==> src/sv/smmt_pkg.sv <==
// Package for the sensor median, minimum and maximum tracker.
// Holds the shared constants, codes, state and result kinds, and controller links.
// No dependencies.
package smmt_pkg;

    localparam int WINDOW_SIZE_DEF = 7;
    localparam int SAMPLE_BITS_DEF = 12;

    localparam int VALUE_W    = 16;
    localparam int CHAR_W     = 8;
    localparam int APB_ADDR_W = 3;
    localparam int APB_DATA_W = 32;

    localparam int MAX_RESET  = 174;
    localparam int MIN_RESET  = 1205;
    localparam int MM_MIN_W   = 11;

    localparam logic [VALUE_W-1:0] REF_RESET = 16'h3000;

    localparam logic [CHAR_W-1:0] CMD_MINMAX = 8'h40;
    localparam logic [CHAR_W-1:0] CMD_MEDIAN = 8'h4B;
    localparam logic [CHAR_W-1:0] CMD_REF    = 8'h23;

    localparam logic OP_SAMPLE  = 1'b0;
    localparam logic OP_COMMAND = 1'b1;

    localparam logic REG_REF_CODE = 1'b0;

    typedef enum logic [1:0] {
        KIND_MIN = 2'd0,
        KIND_MAX = 2'd1,
        KIND_MED = 2'd2,
        KIND_REF = 2'd3
    } t_smmt_kind;

    typedef enum logic [1:0] {
        S_IDLE = 2'd0,
        S_MAX  = 2'd1,
        S_SORT = 2'd2,
        S_MED  = 2'd3
    } t_smmt_state;

    typedef struct packed {
        logic       upd_sample;
        logic       load_sort;
        logic       sort_step;
        logic       out_load;
        t_smmt_kind out_sel;
    } t_smmt_cmd;

    typedef struct packed {
        logic is_sample;
        logic is_minmax;
        logic is_median;
        logic is_ref;
        logic out_free;
        logic sort_done;
    } t_smmt_sts;

endpackage

==> src/sv/smmt_if.sv <==
// Handshake channel interfaces for the tracker: input items and result beats.
// Depends on smmt_pkg.
interface smmt_in_if
    import smmt_pkg::*;
#(
    parameter int SAMPLE_BITS = SAMPLE_BITS_DEF
);
    logic                   valid;
    logic                   ready;
    logic                   opcode;
    logic [SAMPLE_BITS-1:0] sample;
    logic [CHAR_W-1:0]      command_char;

    modport source (output valid, output opcode, output sample, output command_char,
                    input ready);
    modport sink   (input valid, input opcode, input sample, input command_char,
                    output ready);
endinterface

interface smmt_out_if
    import smmt_pkg::*;
();
    logic               valid;
    logic               ready;
    logic [VALUE_W-1:0] value;
    logic [1:0]         kind;
    logic               last;

    modport source (output valid, output value, output kind, output last, input ready);
    modport sink   (input valid, input value, input kind, input last, output ready);
endinterface

==> src/sv/smmt_ctrl.sv <==
// Controller state machine of the tracker: sequences accepts, sorting and result loads.
// Depends on smmt_pkg.
module smmt_ctrl
    import smmt_pkg::*;
(
    input  logic      i_clk,
    input  logic      i_rst_n,
    input  logic      i_in_valid,
    input  t_smmt_sts i_sts,
    output logic      o_in_ready,
    output t_smmt_cmd o_cmd
);

    t_smmt_state r_state;
    t_smmt_state n_state;

    always_ff @(posedge i_clk) begin
        if (!i_rst_n) begin
            r_state <= S_IDLE;
        end else begin
            r_state <= n_state;
        end
    end

    always_comb begin
        n_state           = r_state;
        o_in_ready        = 1'b0;
        o_cmd.upd_sample  = 1'b0;
        o_cmd.load_sort   = 1'b0;
        o_cmd.sort_step   = 1'b0;
        o_cmd.out_load    = 1'b0;
        o_cmd.out_sel     = KIND_MIN;
        case (r_state)
            S_IDLE: begin
                o_in_ready = i_sts.out_free;
                if (i_in_valid && i_sts.out_free) begin
                    if (i_sts.is_sample) begin
                        o_cmd.upd_sample = 1'b1;
                    end else if (i_sts.is_minmax) begin
                        o_cmd.out_load = 1'b1;
                        o_cmd.out_sel  = KIND_MIN;
                        n_state        = S_MAX;
                    end else if (i_sts.is_median) begin
                        o_cmd.load_sort = 1'b1;
                        n_state         = S_SORT;
                    end else if (i_sts.is_ref) begin
                        o_cmd.out_load = 1'b1;
                        o_cmd.out_sel  = KIND_REF;
                    end
                end
            end
            S_MAX: begin
                if (i_sts.out_free) begin
                    o_cmd.out_load = 1'b1;
                    o_cmd.out_sel  = KIND_MAX;
                    n_state        = S_IDLE;
                end
            end
            S_SORT: begin
                o_cmd.sort_step = 1'b1;
                if (i_sts.sort_done) begin
                    n_state = S_MED;
                end
            end
            S_MED: begin
                if (i_sts.out_free) begin
                    o_cmd.out_load = 1'b1;
                    o_cmd.out_sel  = KIND_MED;
                    n_state        = S_IDLE;
                end
            end
            default: begin
                n_state = S_IDLE;
            end
        endcase
    end

endmodule

==> src/sv/smmt_dp.sv <==
// Datapath of the tracker: running min and max, sample window, sort lanes, result register.
// Depends on smmt_pkg.
module smmt_dp
    import smmt_pkg::*;
#(
    parameter int WINDOW_SIZE = WINDOW_SIZE_DEF,
    parameter int SAMPLE_BITS = SAMPLE_BITS_DEF
)(
    input  logic                   i_clk,
    input  logic                   i_rst_n,
    input  t_smmt_cmd              i_cmd,
    output t_smmt_sts              o_sts,
    input  logic                   i_opcode,
    input  logic [SAMPLE_BITS-1:0] i_sample,
    input  logic [CHAR_W-1:0]      i_command_char,
    input  logic [VALUE_W-1:0]     i_ref_code,
    output logic                   o_out_valid,
    input  logic                   i_out_ready,
    output logic [VALUE_W-1:0]     o_value,
    output logic [1:0]             o_kind,
    output logic                   o_last
);

    localparam int IDX_W   = $clog2(WINDOW_SIZE);
    localparam int MM_BITS = (SAMPLE_BITS > MM_MIN_W) ? SAMPLE_BITS : MM_MIN_W;
    localparam int MID     = WINDOW_SIZE / 2;
    localparam logic [IDX_W-1:0] IDX_LAST = IDX_W'(WINDOW_SIZE - 1);

    logic [SAMPLE_BITS-1:0] r_window [WINDOW_SIZE];
    logic [SAMPLE_BITS-1:0] r_sort   [WINDOW_SIZE];
    logic [SAMPLE_BITS-1:0] n_sort   [WINDOW_SIZE];
    logic [IDX_W-1:0]       r_wpos;
    logic [IDX_W-1:0]       r_cnt;
    logic [MM_BITS-1:0]     r_max;
    logic [MM_BITS-1:0]     r_min;
    logic [MM_BITS-1:0]     s_ext;
    logic                   r_out_valid;
    logic [VALUE_W-1:0]     r_value;
    logic [1:0]             r_kind;
    logic                   r_last;
    logic [VALUE_W-1:0]     n_value;

    assign s_ext = MM_BITS'(i_sample);

    assign o_sts.is_sample = (i_opcode == OP_SAMPLE);
    assign o_sts.is_minmax = (i_opcode == OP_COMMAND) && (i_command_char == CMD_MINMAX);
    assign o_sts.is_median = (i_opcode == OP_COMMAND) && (i_command_char == CMD_MEDIAN);
    assign o_sts.is_ref    = (i_opcode == OP_COMMAND) && (i_command_char == CMD_REF);
    assign o_sts.out_free  = !r_out_valid || i_out_ready;
    assign o_sts.sort_done = (r_cnt == IDX_LAST);

    always_ff @(posedge i_clk) begin
        if (!i_rst_n) begin
            r_wpos <= '0;
            r_max  <= MM_BITS'(MAX_RESET);
            r_min  <= MM_BITS'(MIN_RESET);
            for (int i = 0; i < WINDOW_SIZE; i++) begin
                r_window[i] <= '0;
            end
        end else if (i_cmd.upd_sample) begin
            if (s_ext > r_max) begin
                r_max <= s_ext;
            end
            if (s_ext < r_min) begin
                r_min <= s_ext;
            end
            r_window[r_wpos] <= i_sample;
            r_wpos <= (r_wpos == IDX_LAST) ? '0 : r_wpos + 1'b1;
        end
    end

    // Odd-even transposition: one phase of disjoint compare-exchanges per cycle.
    always_comb begin
        n_sort = r_sort;
        for (int i = 0; i < WINDOW_SIZE - 1; i++) begin
            if ((1'(i) == r_cnt[0]) && (r_sort[i] > r_sort[i+1])) begin
                n_sort[i]   = r_sort[i+1];
                n_sort[i+1] = r_sort[i];
            end
        end
    end

    always_ff @(posedge i_clk) begin
        if (!i_rst_n) begin
            r_cnt <= '0;
        end else if (i_cmd.load_sort) begin
            r_cnt <= '0;
        end else if (i_cmd.sort_step) begin
            r_cnt <= r_cnt + 1'b1;
        end
    end

    always_ff @(posedge i_clk) begin
        if (i_cmd.load_sort) begin
            r_sort <= r_window;
        end else if (i_cmd.sort_step) begin
            r_sort <= n_sort;
        end
    end

    always_comb begin
        case (i_cmd.out_sel)
            KIND_MIN: n_value = VALUE_W'(r_min);
            KIND_MAX: n_value = VALUE_W'(r_max);
            KIND_MED: n_value = VALUE_W'(r_sort[MID]);
            KIND_REF: n_value = i_ref_code;
            default:  n_value = i_ref_code;
        endcase
    end

    always_ff @(posedge i_clk) begin
        if (!i_rst_n) begin
            r_out_valid <= 1'b0;
        end else if (i_cmd.out_load) begin
            r_out_valid <= 1'b1;
        end else if (i_out_ready) begin
            r_out_valid <= 1'b0;
        end
    end

    always_ff @(posedge i_clk) begin
        if (i_cmd.out_load) begin
            r_value <= n_value;
            r_kind  <= i_cmd.out_sel;
            r_last  <= (i_cmd.out_sel != KIND_MIN);
        end
    end

    assign o_out_valid = r_out_valid;
    assign o_value     = r_value;
    assign o_kind      = r_kind;
    assign o_last      = r_last;

endmodule

==> src/sv/sensor_median_min_max_tracker.sv <==
// Channel     Dir  Fields                               Handshake
// i_in        in   opcode, sample, command_char         valid/ready
// o_out       out  value, kind, last                    valid/ready
// cfg (APB)   in   paddr, pwdata -> prdata              psel/penable, pready high
//
// A sample or a reference query is handled without leaving the idle state; '@' gives two
// beats, minimum then maximum, back to back when the sink is ready. 'K' loads the window
// into the sort lanes, runs the WINDOW_SIZE phases of the odd-even sort, then loads the median.
// Reset is synchronous; it clears the window and control and sets min and max to their reset values at once.
// A result held in the output register blocks new input until its beat is taken.
// Top level of the tracker; depends on smmt_pkg, smmt_if, smmt_ctrl and smmt_dp.
module sensor_median_min_max_tracker
    import smmt_pkg::*;
#(
    parameter int WINDOW_SIZE = WINDOW_SIZE_DEF,
    parameter int SAMPLE_BITS = SAMPLE_BITS_DEF
)(
    input  logic                  i_clk,
    input  logic                  i_rst_n,
    smmt_in_if.sink               i_in,
    smmt_out_if.source            o_out,
    input  logic                  psel,
    input  logic                  penable,
    input  logic                  pwrite,
    input  logic [APB_ADDR_W-1:0] paddr,
    input  logic [APB_DATA_W-1:0] pwdata,
    output logic [APB_DATA_W-1:0] prdata,
    output logic                  pready
);

    t_smmt_cmd          cmd;
    t_smmt_sts          sts;
    logic [VALUE_W-1:0] r_ref_code;
    logic               reg_idx;

    assign pready  = 1'b1;
    assign reg_idx = paddr[APB_ADDR_W-1];
    assign prdata  = (reg_idx == REG_REF_CODE) ? APB_DATA_W'(r_ref_code) : '0;

    always_ff @(posedge i_clk) begin
        if (!i_rst_n) begin
            r_ref_code <= REF_RESET;
        end else if (psel && penable && pwrite && (reg_idx == REG_REF_CODE)) begin
            r_ref_code <= pwdata[VALUE_W-1:0];
        end
    end

    smmt_ctrl u_ctrl (
        .i_clk      (i_clk),
        .i_rst_n    (i_rst_n),
        .i_in_valid (i_in.valid),
        .i_sts      (sts),
        .o_in_ready (i_in.ready),
        .o_cmd      (cmd)
    );

    smmt_dp #(
        .WINDOW_SIZE (WINDOW_SIZE),
        .SAMPLE_BITS (SAMPLE_BITS)
    ) u_dp (
        .i_clk          (i_clk),
        .i_rst_n        (i_rst_n),
        .i_cmd          (cmd),
        .o_sts          (sts),
        .i_opcode       (i_in.opcode),
        .i_sample       (i_in.sample),
        .i_command_char (i_in.command_char),
        .i_ref_code     (r_ref_code),
        .o_out_valid    (o_out.valid),
        .i_out_ready    (o_out.ready),
        .o_value        (o_out.value),
        .o_kind         (o_out.kind),
        .o_last         (o_out.last)
    );

endmodule

==> src/flat_wrapper.sv <==
// flat-port wrapper written by rule: the top's interface ports become plain ports
module sensor_median_min_max_tracker_flat import smmt_pkg::*;
#(
    parameter int WINDOW_SIZE = WINDOW_SIZE_DEF,
    parameter int SAMPLE_BITS = SAMPLE_BITS_DEF
)
  (i_clk, i_rst_n, psel, penable, pwrite, paddr, pwdata, prdata, pready, i_in_valid, i_in_opcode, i_in_sample, i_in_command_char, i_in_ready, o_out_valid, o_out_value, o_out_kind, o_out_last, o_out_ready);
  smmt_in_if #(.SAMPLE_BITS(SAMPLE_BITS)) i_in_i ();
  smmt_out_if o_out_i ();
  input  logic i_clk;
  input  logic i_rst_n;
  input  logic psel;
  input  logic penable;
  input  logic pwrite;
  input  logic [APB_ADDR_W-1:0] paddr;
  input  logic [APB_DATA_W-1:0] pwdata;
  output logic [APB_DATA_W-1:0] prdata;
  output logic pready;
  input wire logic [$bits(i_in_i.valid)-1:0] i_in_valid;
  input wire logic [$bits(i_in_i.opcode)-1:0] i_in_opcode;
  input wire logic [$bits(i_in_i.sample)-1:0] i_in_sample;
  input wire logic [$bits(i_in_i.command_char)-1:0] i_in_command_char;
  output wire logic [$bits(i_in_i.ready)-1:0] i_in_ready;
  output wire logic [$bits(o_out_i.valid)-1:0] o_out_valid;
  output wire logic [$bits(o_out_i.value)-1:0] o_out_value;
  output wire logic [$bits(o_out_i.kind)-1:0] o_out_kind;
  output wire logic [$bits(o_out_i.last)-1:0] o_out_last;
  input wire logic [$bits(o_out_i.ready)-1:0] o_out_ready;
  assign i_in_i.valid = i_in_valid;
  assign i_in_i.opcode = i_in_opcode;
  assign i_in_i.sample = i_in_sample;
  assign i_in_i.command_char = i_in_command_char;
  assign i_in_ready = i_in_i.ready;
  assign o_out_valid = o_out_i.valid;
  assign o_out_value = o_out_i.value;
  assign o_out_kind = o_out_i.kind;
  assign o_out_last = o_out_i.last;
  assign o_out_i.ready = o_out_ready;
  sensor_median_min_max_tracker #(.WINDOW_SIZE(WINDOW_SIZE), .SAMPLE_BITS(SAMPLE_BITS)) u_core (.i_clk(i_clk), .i_rst_n(i_rst_n), .i_in(i_in_i), .o_out(o_out_i), .psel(psel), .penable(penable), .pwrite(pwrite), .paddr(paddr), .pwdata(pwdata), .prdata(prdata), .pready(pready));
endmodule
==> config.mk <==
export PLATFORM = sky130hd
export DESIGN_NAME = sensor_median_min_max_tracker_flat
export DESIGN_NICKNAME = d
export VERILOG_FILES = /design/src/sv/smmt_pkg.sv /design/src/sv/smmt_if.sv /design/src/sv/smmt_ctrl.sv /design/src/sv/smmt_dp.sv /design/src/sv/sensor_median_min_max_tracker.sv /design/src/flat_wrapper.sv
export SDC_FILE = /design/constraint.sdc
export NUM_CORES = 1
export LEC_CHECK = 0
export BUFFER_PORTS_ARGS = -buffer_cell sky130_fd_sc_hd__buf_2
export CORE_MARGIN = 5
export CORE_UTILIZATION = 54
export CTS_BUF_LIST = sky130_fd_sc_hd__clkbuf_4 sky130_fd_sc_hd__clkbuf_8 sky130_fd_sc_hd__clkbuf_16
export CTS_CLUSTER_DIAMETER = 150
export CTS_CLUSTER_SIZE = 20
export DETAILED_ROUTE_END_ITERATION = 10
export PLACE_DENSITY = 0.76
export SLEW_MARGIN = 20
export SYNTH_ARGS = -nofsm -noshare
export SYNTH_HDL_FRONTEND = slang
export SYNTH_SLANG_ARGS = --single-unit
==> constraint.sdc <==
create_clock -name i_clk -period 3.09 [get_ports i_clk]
set_input_delay 0.618 -clock i_clk [delete_from_list [all_inputs] [get_ports i_clk]]
set_output_delay 0.618 -clock i_clk [all_outputs]
set_load 0.02 [all_outputs]
==> results.txt <==
The detail route stage leaves a number of antenna-violating nets equal to 0. Internal power comes to 4.49 mW. The upper clock frequency limit came out at 0.356 GHz. Data arrives at the worst endpoint at 3.06 ns. Clock tree synthesis inserted a total of 15 buffers. The number of inserted diodes was 0; the global routing usage summed across all routing layers was 0.260.

For the number of hold violations in the final report, the log shows 0. For the final RePlAce weighted congestion, the log shows 0.960. For the pin with the worst max-slew slack, the measured transition is 0.847 ns.

The reg2reg setup slack is 0.28 ns. The share of the synthesized area in the top cell type came out at 0.239. Relative to the synthesized area, the layout overhead comes to 10.7%. The tools report the core outline area as 23500 um2. The biggest area contributor in the post-synthesis netlist is edfxtp_1. The tools report the startpoint of the worst-slack reg-to-reg timing path as u_core.u_dp.r_sort[45]$_DFFE_PP_. Between clock sinks in the finished design, the worst skew comes to 0.0315 ns. The tools report the endpoint type of the worst setup path as a flop.

The startpoint identified for the worst hold timing path is pwdata[12]. The die is 165 um tall. The clock drives 236 sinks.

By area the synthesized netlist is led by edfxtp_1 24%, dfxtp_1 21%, ha_1 9.4%. The mapped netlist covers 12900 um2. The half-perimeter wire length after placement was 25700 um. TritonCTS built the clock tree. Summed over all layers, the global routing overflow is 0. The run gives 5.80 mW as the total power consumption of the routed design.

The signal on the critical path passes through inv_1, ha_1, a21oi_1, o21ai_0, a2111o_1, o21ai_2, buf_4, nand2_1, a2bb2oi_1, buf_4. IR analysis of the VDD net gives a maximum drop of 450 uV. The number of I/O pins is 117, and the insertion delay to the later sink of the worst-skew pair is 0.51 ns. For the detailed-route via count, the log shows 10490. The worst register-to-register path ends at u_core.u_dp.r_sort[39]$_DFFE_PP_.

The utilization after layout was 0.609; the final cycle utilization of the critical path was 0.910. For this design the ratio of total power to cell area is 405 nW/um2. Entering global routing, the biggest net connects 81 pins. Once routing completed, OpenROAD measured the worst setup slack at 0.278 ns.

Buffer type at the clock tree root: clkbuf_16. After routing, the total negative slack on setup checks comes to 0 ns. On the critical path the largest part of the delay comes from compound AO/OA/AOI/OAI gates. The critical path crosses 10 cells after its start point. The H-tree depth is 1.

The most frequently used flop master after synthesis is dfxtp_1. The logs give 0 for the number of endpoints failing setup at the final stage and 1200 for the count of routing violations after the opening detailed-route iteration. The critical path in this run is classified as reg -> reg. The maximum single-stage delay on the critical path was 0.57 ns. Length of the first detailed-routing pass in iterations: 5. The commonest cells after synthesis are 162 x nand2_1, 133 x dfxtp_1, 111 x inv_1.

The tools report the via count of the first global-routing pass as 9998. The number of buffers and inverters on the critical path is 3, and the routed wire length per instance is 20.2 um. The tools report the max capacitance violation total as 0. The worst relative slew slack is 0.433, and the final period demand of the worst path is 2.81 ns. The async set-reset flop share out of synthesis works out to 0. After routing the design area is 14300 um2.

For the leakage power of the design, the log shows 5.97 nW. The starting utilization of the core area was 0.550. The share of layout cells above drive strength 1 was 0.137; the detail-routed via count per cell was 6.04. The number of enable-type register cells in the synthesized netlist works out to 103.

The floorplan step set the die width to 165 um. The logs give 0.444 for the fraction of the yosys area taken by sequential cells and 1738 for the final instance count without filler cells. The most numerous cell type found on the critical path is buf_4. The sequential share of power is 0.567, and the final net count is 1570. The combinational fraction of design power was 0.063. The run gives 55500 um as the first-pass GRT wire length. Along the worst hold path, the cell count comes to 3. For the data required time of the critical path, the log shows 3.34 ns. Once placement finished, the instance area stood at 13900 um2. Timing analysis after detailed placement gives a worst setup slack of 0.206 ns.

The count of buffers added on input and output ports is 81. The path class of the tightest hold or removal check is in -> reg. Dividing the synthesized area by the synthesized cell count gives 9.71 um2. The total length of routed wires was 35100 um. The tools report the final count of pins violating max slew as 0.

No sink is reached through more buffers than the 3 on the longest clock path. In this run the worst setup path begins at u_core.u_dp.r_sort[45]$_DFFE_PP_. Among all stages on the critical path, the largest delay is contributed by edfxtp_1. The number of cells on the worst reg-to-reg path is 10. The tools report the kind of start point of the critical path as a flop. Counting every instance in the synthesized netlist gives 1333. The distinct cell type count after synthesis is 65.

The flow ran to the end, and the final reports show no timing, DRC or antenna violations. After detailed routing, the number of remaining DRC violations is 0. Clock-pin slew was measured on the worst setup and hold paths at 0.08 ns.

Setup repair after global routing left no endpoint under its margin. Of all nets on the critical path, the largest fanout is 14. The Yosys step of the flow raised 0 warnings.

The number of antenna violations at the first check in global routing came out at 0. The post-route worst hold slack is 0.315 ns. After detailed placement, the design holds a cell count of 1712. For this design, the CTS-stage hold fixing added 0 buffers. The proportion of total power due to net switching came out at 0.226. The clock network fraction of total power was 0.370; the total of flip-flops plus latches after synthesis was 236. The most common cell in the netlist was nand2_1. The total number of placement rows is 56.

The path with the worst hold slack has its endpoint at u_core.r_ref_code[12]$_SDFFE_PN1P_. The die covers 27200 um2. For this design the total switching power over the nets is 1.31 mW.
## logic make-up after synthesis
logic type,synth area share
compound gates,0.166
flops,0.444
other cells,0.000580
fa+ha+maj,0.0937
mux,0.0587
simple gates,0.163
xor+xnor,0.00135
buf+inv,0.0726
## tightest hold or removal path, cell delays in order
cell and delay [ns]:
buf_2 0.07, nand2_1 0.04, nand3_1 0.06
## power by group through the flow
| stage | registers [mW] | logic [mW] | clock network [mW] |
|---|---|---|---|
| after CTS | 3.29 | 0.359 | 2.17 |
| final | 3.29 | 0.366 | 2.15 |
| after global routing | 3.29 | 0.399 | 2.28 |
| after global placement | 3.36 | 0.350 | 0 |
| after floorplan | 3.35 | 0.241 | 0 |
| after detailed placement | 3.36 | 0.357 | 0 |
## worst max-delay path by stage
stage                                       end  slack [ns]
2_1_floorplan   u_core.u_dp.o_kind[0]$_DFFE_PP_        0.03
3_3_place_gp   u_core.u_dp.r_sort[69]$_DFFE_PP_        0.23
3_5_place_dp   u_core.u_dp.r_sort[68]$_DFFE_PP_        0.21
4_1_cts        u_core.u_dp.r_sort[68]$_DFFE_PP_        0.20
5_1_grt        u_core.u_dp.r_sort[38]$_DFFE_PP_        0.11
6_report       u_core.u_dp.r_sort[39]$_DFFE_PP_        0.28
## what timing repair did
item                       CTS  global route
setup buffers                0             0
resized for setup            0             1
setup endpoints to repair    0             3
## layout by cell type, fill, tap and decap left out, types with 58 or more instances in the layout
| master | count |
|---|---|
| inv_1 | 111 |
| nand2_1 | 162 |
| nor2b_1 | 84 |
| mux2i_1 | 76 |
| edfxtp_1 | 103 |
| buf_4 | 68 |
| ha_1 | 97 |
| buf_2 | 80 |
| dfxtp_1 | 133 |
| o21ai_0 | 58 |
## sequential cells by signal (all words and copies together) (netlist names)
| name | flops |
|---|---|
| u_core.u_dp.r_min | 12 |
| u_core.u_ctrl.r_state | 2 |
| u_core.r_ref_code | 16 |
| u_core.u_dp.r_wpos | 3 |
| u_core.u_dp.o_last | 1 |
| u_core.u_dp.r_sort | 84 |
| u_core.u_dp.r_window | 84 |
| u_core.u_dp.o_value | 16 |
| u_core.u_dp.o_out_valid | 1 |
| u_core.u_dp.r_max | 12 |
| u_core.u_dp.r_cnt | 3 |
| u_core.u_dp.o_kind | 2 |
## layout make-up
cell class              instances  area [um2]
clock buffers                  24         443
clock inverters                 2        38.8
well taps                     319         399
multi-input cells             896        6330
repair buffers                150         951
fillers                      1998        9200
flip-flops and latches        236        5760
inverters                     111         417
## metal layers
layer  vias up  part of all wire  track usage
met5         -                 0            0
met4         0             0.040       0.0922
met3        69             0.092       0.0419
met2       487              0.44        0.406
met1      5030              0.42        0.369
li1       4904                 -            -
Power figures use the tool's default switching activity.
